**src/sv/crt_mod_cell.sv**
```systemverilog
// crt_mod_cell: one restoring reduction step, one dividend bit per cell.
// Carries the partial remainder, the remaining dividend bits and sideband.
// No dependencies.
module crt_mod_cell #(
  parameter int unsigned DW = 2,
  parameter int unsigned MW = 2,
  parameter int unsigned SW = 1
) (
  input  logic          clk_i,
  input  logic          rst_ni,
  input  logic          en_i,
  input  logic [MW-1:0] m_i,
  input  logic          valid_i,
  input  logic [MW-1:0] rem_i,
  input  logic [DW-1:0] rest_i,
  input  logic [SW-1:0] side_i,
  output logic          valid_o,
  output logic [MW-1:0] rem_o,
  output logic [DW-1:0] rest_o,
  output logic [SW-1:0] side_o
);

  logic          valid_q;
  logic [MW-1:0] rem_q, rem_d;
  logic [DW-1:0] rest_q;
  logic [SW-1:0] side_q;
  logic [MW:0]   rr;
  logic          ge;

  always_comb begin
    rr    = {rem_i, rest_i[DW-1]};
    ge    = rr >= {1'b0, m_i};
    rem_d = ge ? MW'(rr - {1'b0, m_i}) : rr[MW-1:0];
  end

  always_ff @(posedge clk_i or negedge rst_ni) begin
    if (!rst_ni) begin
      valid_q <= 1'b0;
    end else if (en_i) begin
      valid_q <= valid_i;
    end
  end

  always_ff @(posedge clk_i) begin
    if (en_i) begin
      rem_q  <= rem_d;
      rest_q <= {rest_i[DW-2:0], 1'b0};
      side_q <= side_i;
    end
  end

  assign valid_o = valid_q;
  assign rem_o   = rem_q;
  assign rest_o  = rest_q;
  assign side_o  = side_q;

endmodule

```
**src/sv/crt_mod_pipe.sv**
```systemverilog
// crt_mod_pipe: row of crt_mod_cell, reduces a DW-bit value by m in DW stages.
// Depends on crt_mod_cell.
module crt_mod_pipe #(
  parameter int unsigned DW = 2,
  parameter int unsigned MW = 2,
  parameter int unsigned SW = 1
) (
  input  logic          clk_i,
  input  logic          rst_ni,
  input  logic          en_i,
  input  logic [MW-1:0] m_i,
  input  logic          valid_i,
  input  logic [DW-1:0] val_i,
  input  logic [SW-1:0] side_i,
  output logic          valid_o,
  output logic [MW-1:0] rem_o,
  output logic [SW-1:0] side_o
);

  logic          v_c    [DW+1];
  logic [MW-1:0] rem_c  [DW+1];
  logic [DW-1:0] rest_c [DW+1];
  logic [SW-1:0] side_c [DW+1];

  assign v_c[0]    = valid_i;
  assign rem_c[0]  = '0;
  assign rest_c[0] = val_i;
  assign side_c[0] = side_i;

  for (genvar i = 0; i < DW; i++) begin : g_cell
    crt_mod_cell #(.DW(DW), .MW(MW), .SW(SW)) u_cell (
      .clk_i   (clk_i),
      .rst_ni  (rst_ni),
      .en_i    (en_i),
      .m_i     (m_i),
      .valid_i (v_c[i]),
      .rem_i   (rem_c[i]),
      .rest_i  (rest_c[i]),
      .side_i  (side_c[i]),
      .valid_o (v_c[i+1]),
      .rem_o   (rem_c[i+1]),
      .rest_o  (rest_c[i+1]),
      .side_o  (side_c[i+1])
    );
  end

  assign valid_o = v_c[DW];
  assign rem_o   = rem_c[DW];
  assign side_o  = side_c[DW];

endmodule

```
**config.mk**
```make
export PLATFORM = sky130hd
export DESIGN_NAME = crt_mod_pipe
export DESIGN_NICKNAME = d
export VERILOG_FILES = /design/src/sv/crt_mod_cell.sv /design/src/sv/crt_mod_pipe.sv
export SDC_FILE = /design/constraint.sdc
export NUM_CORES = 1
export LEC_CHECK = 0
export BUFFER_PORTS_ARGS = -buffer_cell sky130_fd_sc_hd__buf_2
export CAP_MARGIN = 5
export CORE_AREA = 2 2 39 41
export CTS_CLUSTER_DIAMETER = 50
export DETAILED_ROUTE_END_ITERATION = 8
export DIE_AREA = 0 0 41 43
export PLACE_DENSITY = 0.53
export SETUP_SLACK_MARGIN = 0.05
export SKIP_LAST_GASP = 1
export SYNTH_ARGS = -nofsm -noshare
export SYNTH_HDL_FRONTEND = slang
export SYNTH_SLANG_ARGS = --single-unit
export TNS_END_PERCENT = 20
```
**constraint.sdc**
```tcl
create_clock -name clk_i -period 1.62 [get_ports clk_i]
set_input_delay 0.324 -clock clk_i [delete_from_list [all_inputs] [get_ports clk_i]]
set_output_delay 0.324 -clock clk_i [all_outputs]
set_load 0.005 [all_outputs]
```
==> insert_results.sql <==
INSERT INTO impl_metrics (metric_group, metric, value, unit) VALUES
('status', 'status', 'finished, final reports clean', ''),
('logic_synthesis', 'synth_top_flop_cell', 'edfxtp_1', ''),
('logic_synthesis', 'postSynthCellCount', '31', ''),
('floorplan', 'die_y', '43', 'um'),
('timing', 'tightest_slew', '0.292', 'ns'),
('setup_path', 'critical_path_required', '1.61', 'ns'),
('logic_synthesis', 'syn_area', '428', 'um2'),
('cts', 'tritoncts', 'built', ''),
('timing', 'final-setup-viol-count', '0', ''),
('setup_path', 'largest_delay_share_family_worst_path', 'compound AO/OA/AOI/OAI gates', ''),
('global_routing', 'grt_first_pass_wirelength', '1.14', 'mm'),
('power', 'total_leakage_power', '0.242', 'nW'),
('route', 'detailroute.via_count', '291', ''),
('setup_path', 'cp-end-kind', 'register', ''),
('logic_synthesis', 'synth.lib_cells_used.distinct', '15', ''),
('timing', 'setup_repair_after_global_routing_missed_its_margin', 'false', ''),
('placed_design', 'gpl_wtd_cong', '0.690', ''),
('job', 'max_cap_check_violation_count', '0', ''),
('floorplan', 'coreArea', '1380', 'um2'),
('logic_synthesis', 'synth.net_count', '44', ''),
('cts', 'clk_pin_slew', '0.06', 'ns'),
('layout', 'final_common_cell', 'buf_2', ''),
('setup_path', 'worst-setup-path-type', 'register to register', ''),
('setup_path', 'worst_path_max_delay_cell', 'edfxtp_1', ''),
('logic_synthesis', 'synth.avg_cell_area', '13.8', 'um2'),
('setup_path', 'crit_chain', 'ha_1 > a2111oi_2 > a211oi_1', ''),
('global_routing', 'first_global_vias', '320', ''),
('cts', 'ctsLongestPathBuffers', '2', ''),
('route', 'first_pass_iters', '4', ''),
('worst_hold_path', 'timing.hold.worst.class', 'input pin to register', ''),
('floorplan', 'fp.dieArea', '1760', 'um2'),
('floorplan', 'initial_core_util', '0.309', ''),
('timing', 'setup_tns', '0', 'ns'),
('setup_path', 'cp-start-kind', 'register', ''),
('route', 'detail_route.wl_per_cell', '9.13', 'um'),
('cts', 'clock_tree.root_cell', 'clkbuf_4', ''),
('global_routing', 'grt_start_max_net_pins', '10', ''),
('layout', 'synthToLayoutAreaGrowth', '28.9', '%'),
('setup_path', 'timing.critical_path.buf_inv', '0', ''),
('timing', 'worst_clock_skew', '0.00497', 'ns'),
('timing', 'hold_viol', '0', ''),
('placed_design', 'worst_slack_placed', '0.0193', 'ns'),
('logic_synthesis', 'synthArstFlopShare', '0.222', ''),
('cts', 'number_of_levels_the_h_tree_was_split_into', '1', ''),
('placed_design', 'placement.io_buffers', '12', ''),
('setup_path', 'critical_path_at', '1.48', 'ns'),
('layout', 'layoutNonFillerInstCount', '64', ''),
('layout', 'share_of_cells_above_drive_strength_1', '0.396', ''),
('route', 'detail-route-antenna-nets', '0', ''),
('setup_path', 'crit_path_max_fanout', '4', ''),
('floorplan', 'top_level_ports', '13', ''),
('cts', 'clkSinkCount', '9', ''),
('logic_synthesis', 'synthDominantCellAreaShare', '0.491', ''),
('route', 'detail_route.wirelength', '584', 'um'),
('logic_synthesis', 'synthTopCellsByArea', 'edfxtp_1, dfrtp_1, ha_1', ''),
('cts', 'insertion_delay', '0.25', 'ns'),
('layout', 'most-common-layout-cells', 'buf_2, edfxtp_1, inv_1, ha_1', ''),
('route', 'vias_per_cell', '4.55', ''),
('global_routing', 'grt_antenna_before_repair', '0', ''),
('setup_path', 'crit_path_max_incr_delay', '0.41', 'ns'),
('timing', 'max_slew_margin', '0.805', ''),
('global_routing', 'gr-total-overflow', '0', ''),
('logic_synthesis', 'ys_warn_count', '0', ''),
('floorplan', 'rows', '14', ''),
('global_routing', 'track_usage', '0.0967', ''),
('layout', 'fin_nets', '62', ''),
('cts', 'cts_inserted_buffers', '3', ''),
('route', 'drc_errors', '0', ''),
('logic_synthesis', 'ys_ff_latch', '9', ''),
('placed_design', 'post-place-cells', '59', ''),
('layout', 'antenna_cells', '0', ''),
('logic_synthesis', 'synth_sequential_area_ratio', '0.608', ''),
('logic_synthesis', 'synth_enable_flop_cells', '7', ''),
('timing', 'slew_violations', '0', ''),
('timing', 'timing.final.crit_period', '1.50', 'ns'),
('floorplan', 'die_w', '41', 'um'),
('timing', 'timing.fmax', '0.669', 'GHz'),
('timing', 'worst_path_setup_slack_after_routing', '0.125', 'ns'),
('route', 'drt_iter0_drc', '4', ''),
('logic_synthesis', 'synth.largest_area_cell', 'edfxtp_1', ''),
('placed_design', 'dp_hpwl', '483', 'um'),
('timing', 'hold_ws', '0.245', 'ns'),
('power', 'pwr_density_cell', '974', 'nW/um2'),
('power', 'ir_worst_vdd', '0.584', 'mV'),
('timing', 'layout_worst_path_cycle_share', '0.923', '');
[path summary, 6_finish.rpt]
path	slack, ns	depth (start not counted)	end	start
min in group asynchronous	0.38	2	g_cell[0].u_cell.valid_o	rst_ni
setup / recovery	0.12	3	g_cell[1].u_cell.rem_o[1]	g_cell[0].u_cell.rem_o[0]
hold / removal	0.24	1	g_cell[0].u_cell.side_o	side_i
hold reg to reg	0.43	0	g_cell[1].u_cell.side_o	g_cell[0].u_cell.side_o
setup reg to reg	0.12	3	g_cell[1].u_cell.rem_o[1]	g_cell[0].u_cell.rem_o[0]
max in group asynchronous	1.15	2	g_cell[1].u_cell.valid_o	rst_ni
[sequential cells by signal (all words and copies together) (netlist names)]
signal                 count
g_cell.u_cell.side_o       2
g_cell.u_cell.rest_o       1
g_cell.u_cell.rem_o        4
g_cell.u_cell.valid_o      2
[metal layers]
layer	vias to the layer above	global-route usage	part of all wire
met5	-	0	0
met4	0	0.0200	0
met3	0	0.0628	0.053
met2	6	0.169	0.57
met1	137	0.0875	0.37
li1	148	-	-
[synthesized netlist by cell type, drive strengths merged (2+ instances only)]
cell,number
edfxtp,7
nor2b,3
mux2,2
dfrtp,2
inv,4
ha,4
[metrics by stage]
stage	utilization	cell area [um2]	power (mW)
2_1_floorplan	-	428	0.339
6_report	0.399	552	0.538
3_5_place_dp	0.367	508	0.374
4_1_cts	0.394	546	0.545
5_1_grt	0.399	552	0.574
3_3_place_gp	0.367	508	0.370
[timing repair]
item,CTS,global route
resized for setup,0,2
hold buffers,1,0
endpoints found under the setup margin,0,1
endpoints found under the hold margin,2,0
buffers inserted,0,0
[power breakdown]
group          leakage [nW]  internal [mW]  total [mW]  switching, mW
Combinational         0.133         0.0477      0.0875         0.0398
Clock                0.0177         0.0905       0.161         0.0709
Sequential           0.0917          0.279       0.289        0.00953
Total                 0.242          0.417       0.538          0.120
[kinds of logic (layout without fill, tap and decap cells)]
family,Yosys count,count (layout),share of synthesized area
adder cells (fa/ha/maj),4,4,0.117
AND/OR/NAND/NOR,6,6,0.0819
AO/OA/AOI/OAI,6,6,0.105
buffers and inverters,4,21,0.0351
multiplexers,2,2,0.0526
flip-flops,9,9,0.608
[area by class of cell]
| type | count | area (um2) |
|---|---|---|
| multi-input cells | 18 | 159 |
| repair buffers | 13 | 70.1 |
| flip-flops and latches | 9 | 260 |
| clock buffers | 3 | 22.5 |
| well taps | 16 | 20.0 |
| inverters | 4 | 15.0 |
| clock inverters | 1 | 5.00 |
| fillers | 154 | 832 |
Note: power is estimated with default switching activity, not from simulation.
