<file path="src/sv/crt_inv_unit.sv">
// crt_inv_unit: extended Euclid sequencer deriving the two Garner inverses.
// Shares one serial restoring divider and one multiplier over all steps.
// No dependencies.
module crt_inv_unit #(
  parameter int unsigned MW = 31
) (
  input  logic            clk_i,
  input  logic            rst_ni,
  input  logic            start_i,
  input  logic [MW-1:0]   m1_i,
  input  logic [MW-1:0]   m2_i,
  input  logic [MW-1:0]   m3_i,
  input  logic [2*MW-1:0] m12_i,
  output logic            busy_o,
  output logic [MW-1:0]   inv2_o,
  output logic [MW-1:0]   inv3_o
);

  localparam int unsigned DW = 2 * MW;
  localparam int unsigned CW = $clog2(DW);
  localparam int unsigned SW = MW + 2;
  localparam int unsigned PW = 2 * MW + 3;

  localparam logic [2:0] ST_IDLE = 3'd0;
  localparam logic [2:0] ST_LOAD = 3'd1;
  localparam logic [2:0] ST_DIV  = 3'd2;
  localparam logic [2:0] ST_CHK  = 3'd3;
  localparam logic [2:0] ST_MUL  = 3'd4;
  localparam logic [2:0] ST_UPD  = 3'd5;
  localparam logic [2:0] ST_FIX  = 3'd6;

  logic [2:0]           st_q;
  logic                 sel_q, first_q;
  logic [CW-1:0]        cnt_q;
  logic [DW-1:0]        dd_q, dd_nx;
  logic [MW-1:0]        dv_q, rem_q, rem_nx;
  logic [MW-1:0]        r0_q, r1_q, t_q, q_q;
  logic signed [SW-1:0] s0_q, s1_q;
  logic signed [PW-1:0] prod_q;
  logic [MW-1:0]        inv2_q, inv3_q;
  logic [MW:0]          rr;
  logic                 ge;
  logic [MW-1:0]        mod_sel;
  logic signed [SW-1:0] sm, fx1, fx2;

  always_comb begin
    rr      = {rem_q, dd_q[DW-1]};
    ge      = rr >= {1'b0, dv_q};
    rem_nx  = ge ? MW'(rr - {1'b0, dv_q}) : rr[MW-1:0];
    dd_nx   = {dd_q[DW-2:0], ge};
    mod_sel = sel_q ? m3_i : m2_i;
    sm      = $signed({2'b00, mod_sel});
    if (s0_q >= sm) begin
      fx1 = s0_q - sm;
    end else if (s0_q <= -sm) begin
      fx1 = s0_q + sm;
    end else begin
      fx1 = s0_q;
    end
    fx2 = (fx1 < 0) ? fx1 + sm : fx1;
  end

  always_ff @(posedge clk_i or negedge rst_ni) begin
    if (!rst_ni) begin
      st_q    <= ST_LOAD;
      sel_q   <= 1'b0;
      first_q <= 1'b0;
      cnt_q   <= '0;
    end else begin
      unique case (st_q)
        ST_LOAD: begin
          cnt_q   <= '0;
          first_q <= 1'b1;
          st_q    <= ST_DIV;
        end
        ST_DIV: begin
          cnt_q <= cnt_q + 1'b1;
          if (cnt_q == CW'(DW - 1)) begin
            first_q <= 1'b0;
            st_q    <= first_q ? ST_CHK : ST_MUL;
          end
        end
        ST_CHK: begin
          cnt_q <= '0;
          st_q  <= (r1_q == '0) ? ST_FIX : ST_DIV;
        end
        ST_MUL:  st_q <= ST_UPD;
        ST_UPD:  st_q <= ST_CHK;
        ST_FIX: begin
          sel_q <= 1'b1;
          st_q  <= sel_q ? ST_IDLE : ST_LOAD;
        end
        default: st_q <= ST_IDLE;
      endcase
      if (start_i) begin
        st_q  <= ST_LOAD;
        sel_q <= 1'b0;
      end
    end
  end

  always_ff @(posedge clk_i) begin
    unique case (st_q)
      ST_LOAD: begin
        dd_q  <= sel_q ? m12_i : DW'(m1_i);
        dv_q  <= mod_sel;
        rem_q <= '0;
        r1_q  <= mod_sel;
        s0_q  <= SW'(1);
        s1_q  <= '0;
      end
      ST_DIV: begin
        dd_q  <= dd_nx;
        rem_q <= rem_nx;
        if (cnt_q == CW'(DW - 1)) begin
          if (first_q) begin
            r0_q <= rem_nx;
          end else begin
            q_q <= dd_nx[MW-1:0];
            t_q <= rem_nx;
          end
        end
      end
      ST_CHK: begin
        dd_q  <= DW'(r0_q);
        dv_q  <= r1_q;
        rem_q <= '0;
      end
      ST_MUL: prod_q <= PW'($signed({1'b0, q_q})) * PW'(s1_q);
      ST_UPD: begin
        r0_q <= r1_q;
        r1_q <= t_q;
        s0_q <= s1_q;
        s1_q <= SW'(PW'(s0_q) - prod_q);
      end
      ST_FIX: begin
        if (sel_q) begin
          inv3_q <= fx2[MW-1:0];
        end else begin
          inv2_q <= fx2[MW-1:0];
        end
      end
      default: ;
    endcase
  end

  assign busy_o = st_q != ST_IDLE;
  assign inv2_o = inv2_q;
  assign inv3_o = inv3_q;

endmodule

</file>
<file path="config.mk">
export PLATFORM = sky130hd
export DESIGN_NAME = crt_inv_unit
export DESIGN_NICKNAME = d
export VERILOG_FILES = /design/src/sv/crt_inv_unit.sv
export SDC_FILE = /design/constraint.sdc
export NUM_CORES = 2
export LEC_CHECK = 0
export BUFFER_PORTS_ARGS = -buffer_cell sky130_fd_sc_hd__buf_4
export CAP_MARGIN = 20
export CORE_ASPECT_RATIO = 0.9
export CORE_MARGIN = 3
export CORE_UTILIZATION = 50
export DETAILED_ROUTE_END_ITERATION = 10
export GPL_ROUTABILITY_DRIVEN = 0
export MAX_ROUTING_LAYER = met4
export PLACE_DENSITY = 0.69
export SKIP_LAST_GASP = 1
export SLEW_MARGIN = 20
export SYNTH_ARGS = -nofsm -noshare
export SYNTH_HDL_FRONTEND = slang
export SYNTH_SLANG_ARGS = --single-unit
</file>
<file path="constraint.sdc">
create_clock -name clk_i -period 10.3 [get_ports clk_i]
set_clock_uncertainty 0.05 [all_clocks]
set_input_delay 0.515 -clock clk_i [delete_from_list [all_inputs] [get_ports clk_i]]
set_output_delay 0.515 -clock clk_i [all_outputs]
set_load 0.1 [all_outputs]
</file>
==> impl_metrics.tcl <==
set metrics [dict create \
    grt_pass1_wl_um 194000 \
    drc_errors 0 \
    fp.dieArea_sq_um 89900 \
    cp_slowest_stage_delay_ns 0.78 \
    critPathArrivalTime_ns 9.50 \
    peakVddDrop_mv 0.432 \
    routedWlPerCell_um 21.7 \
    core_sq_um 84900 \
    grt_overflow 0 \
    min_path_type "input port to flop" \
    cts_tree "done" \
    async_flop_share 0.0262 \
    numPortBuffers 220 \
    vias 33500 \
    cp_max_fo 36 \
    ys.flop_type "edfxtp_1" \
    synth_cells 4456 \
    grt_util_all_layers 0.287 \
    die_w_um 316 \
    required_ns 10.59 \
    io_pins 221 \
    synth_top_area_share 0.285 \
    synth_fa_ha_area_frac 0.297 \
    synth_common_cells "648 x inv_1, 456 x nand2_1, 442 x fa_1, 409 x edfxtp_1, 318 x ha_1" \
    post_route_cells_drive_above_1_share 0.0975 \
    yosys_warnings 0 \
    syn_avg_cell_area_sq_um 9.69 \
    htree_num_levels 2 \
    clk_path_buf_depth 3 \
    die_y_um 285 \
    clk_latency_ns 0.60 \
    syn_nets 5374 \
    synthMuxAreaShare 0.0264 \
    yosys.area.top_type "edfxtp_1" \
    synth_area_leaders "edfxtp_1 28%, fa_1 21%, ha_1 9.2%" \
    slowest_stage "dfrtp_4" \
    maxCapViolations 0 \
    rows 101 \
    hold_violations 0 \
    max_slew_margin 0.289 \
    vias_per_cell 5.81 \
    synth_top_family_by_area "adder cells" \
    setup_viol 0 \
    cts-root-buf "clkbuf_16" \
    drt_iter0_drc 3215 \
    dr.pass1.iters 5 \
    grt_max_degree 83 \
    hpwlAfterDp_um 95100 \
    cts_sinks 420 \
    power_density_nw_per_um2 235 \
    grt_antenna_before_repair 1 \
    tightest_slew_ns 1.07 \
    synth.most_common_cell "inv_1" \
    leakage_nw 21.3 \
    synth_area_sq_um 43200 \
    ys_types 92 \
    postRouteWirelength_um 125000 \
    cp-start-kind "flop" \
    grt_pass1_vias 33400 \
    rsz0062_at_grt "no" \
    worstSetupPathType "flop to flop" \
    status "complete, no violations" \
    fmax_ghz 0.109 \
    post-route-period-util 0.894 \
    start_util 0.508 \
    synth-seq-cells 420 \
    post-route-util 0.560 \
    synth-xor-area-share 0.0386 \
    cp-end-kind "flop" \
    synth-compound-area-share 0.125 \
    yosysSeqAreaShare 0.291 \
    cts_buffers 44 \
    cts_setup_buffers 0 \
    yosys.area_share.simple 0.145 \
    syn2layout_area_growth_pct 10.1 \
    drv_slew 0 \
    clkSlewWorstSetupHoldPaths_ns 0.06 \
    synth_edf_count 409 \
    period_minus_slack_ns 9.21 \
    fin_nets 5510 \
    antenna_left 0 \
    final.setup.tns_ns 0 \
]
[layout by cell type, fill, tap and decap left out, types with 37 or more instances in the layout]
cell type    n
a211oi_1    49
a21o_1      64
a21oi_1    272
a22o_1      46
and2_1     233
and3_1      47
buf_4      301
clkbuf_16   44
edfxtp_1   409
fa_1       442
ha_1       318
inv_1      648
mux2i_1     70
nand2_1    454
nand2b_1    37
nor2_1     301
nor2b_1     58
nor3_1      39
o21a_1      40
o21ai_0    106
xnor2_1    151
xor2_1      39
[per-layer routing]
metal  wire length, um  track usage  part of all wire
met5                 0            -                 0
met2             54200        0.415              0.43
met4              4020       0.0815             0.032
met3             11900       0.0507             0.095
met1             55000        0.415              0.44
[worst max-delay path, delay by kind of cell, from the launching register on]
family	cells	cell delay, ns
XOR/XNOR	2	0.18
flip-flops	1	0.78
multiplexers	2	0.78
adder cells (fa/ha/maj)	3	1.02
AND/OR/NAND/NOR	11	2.24
AO/OA/AOI/OAI	14	3.14
buffers and inverters	3	0.69
[logic make-up after synthesis]
kind of cell,after synthesis
buffers and inverters,863
XOR/XNOR,190
flip-flops,420
multiplexers,109
adder cells (fa/ha/maj),760
AO/OA/AOI/OAI,805
AND/OR/NAND/NOR,1309
[flip-flops by register name (all words and copies together), names as in the netlist, 6 cells and up]
register,cells
dd_q,62
prod_q,33
s0_q,33
s1_q,33
dv_q,31
inv2_o,31
inv3_o,31
q_q,31
r0_q,31
r1_q,31
rem_q,31
t_q,31
cnt_q,6
[area by class of cell]
cell class	count	area (sq um)
well taps	1133	1420
diodes	1	2.50
clock buffers	61	1220
multi-input cells	3173	27300
inverters	649	2440
clock inverters	17	209
repair buffers	304	2320
fillers	7488	37400
flip-flops and latches	420	12600
[report_power, final]
part,total (W),leakage [nW],switching [W],internal (W)
clock,0.00161,0.685,0.000699,0.000912
combinational,0.00695,16.6,0.00395,0.00301
sequential,0.00259,4.06,0.000126,0.00247
total,0.0112,21.3,0.00477,0.00638
[through the flow]
| step | setup slack (ns) | total power, W | instance area, sq um | hold slack, ns | cells |
|---|---|---|---|---|---|
| 2_1_floorplan | 1.82 | 0.00786 | 43200 | 0.169 | 4456 |
| 3_3_place_gp | 1.54 | 0.00942 | 46000 | 0.330 | 5676 |
| 3_5_place_dp | 1.30 | 0.00949 | 46000 | 0.328 | 5677 |
| 4_1_cts | 1.22 | 0.0112 | 47500 | 0.0558 | 5756 |
| 5_1_grt | 0.513 | 0.0121 | 47500 | 0.0658 | 5757 |
| 6_report | 1.09 | 0.0112 | 47500 | 0.0871 | 5758 |
[timing repair]
action | CTS | global route
resized for setup | 0 | 0
endpoints found under the hold margin | 11 | 0
hold buffers | 1 | 0
setup endpoints to repair | 0 | 0
[final timing paths]
path                                   endpoint  slack (ns)  cells past startpoint          startpoint
min reg2reg                   q_q[25]$_DFFE_PP_        0.39                      0  dd_q[24]$_DFFE_PP_
max reg2reg                inv2_o[28]$_DFFE_PP_        1.09                     35   sel_q$_DFFE_PN0P_
max in group asynchronous   st_q[0]$_DFFE_PN1P_        9.70                      2              rst_ni
max                        inv2_o[28]$_DFFE_PP_        1.09                     35   sel_q$_DFFE_PN0P_
min in group asynchronous     sel_q$_DFFE_PN0P_        0.25                      2              rst_ni
min                         st_q[1]$_DFFE_PN0P_        0.09                      2             start_i
No activity file was read; power rests on OpenSTA's default activity.
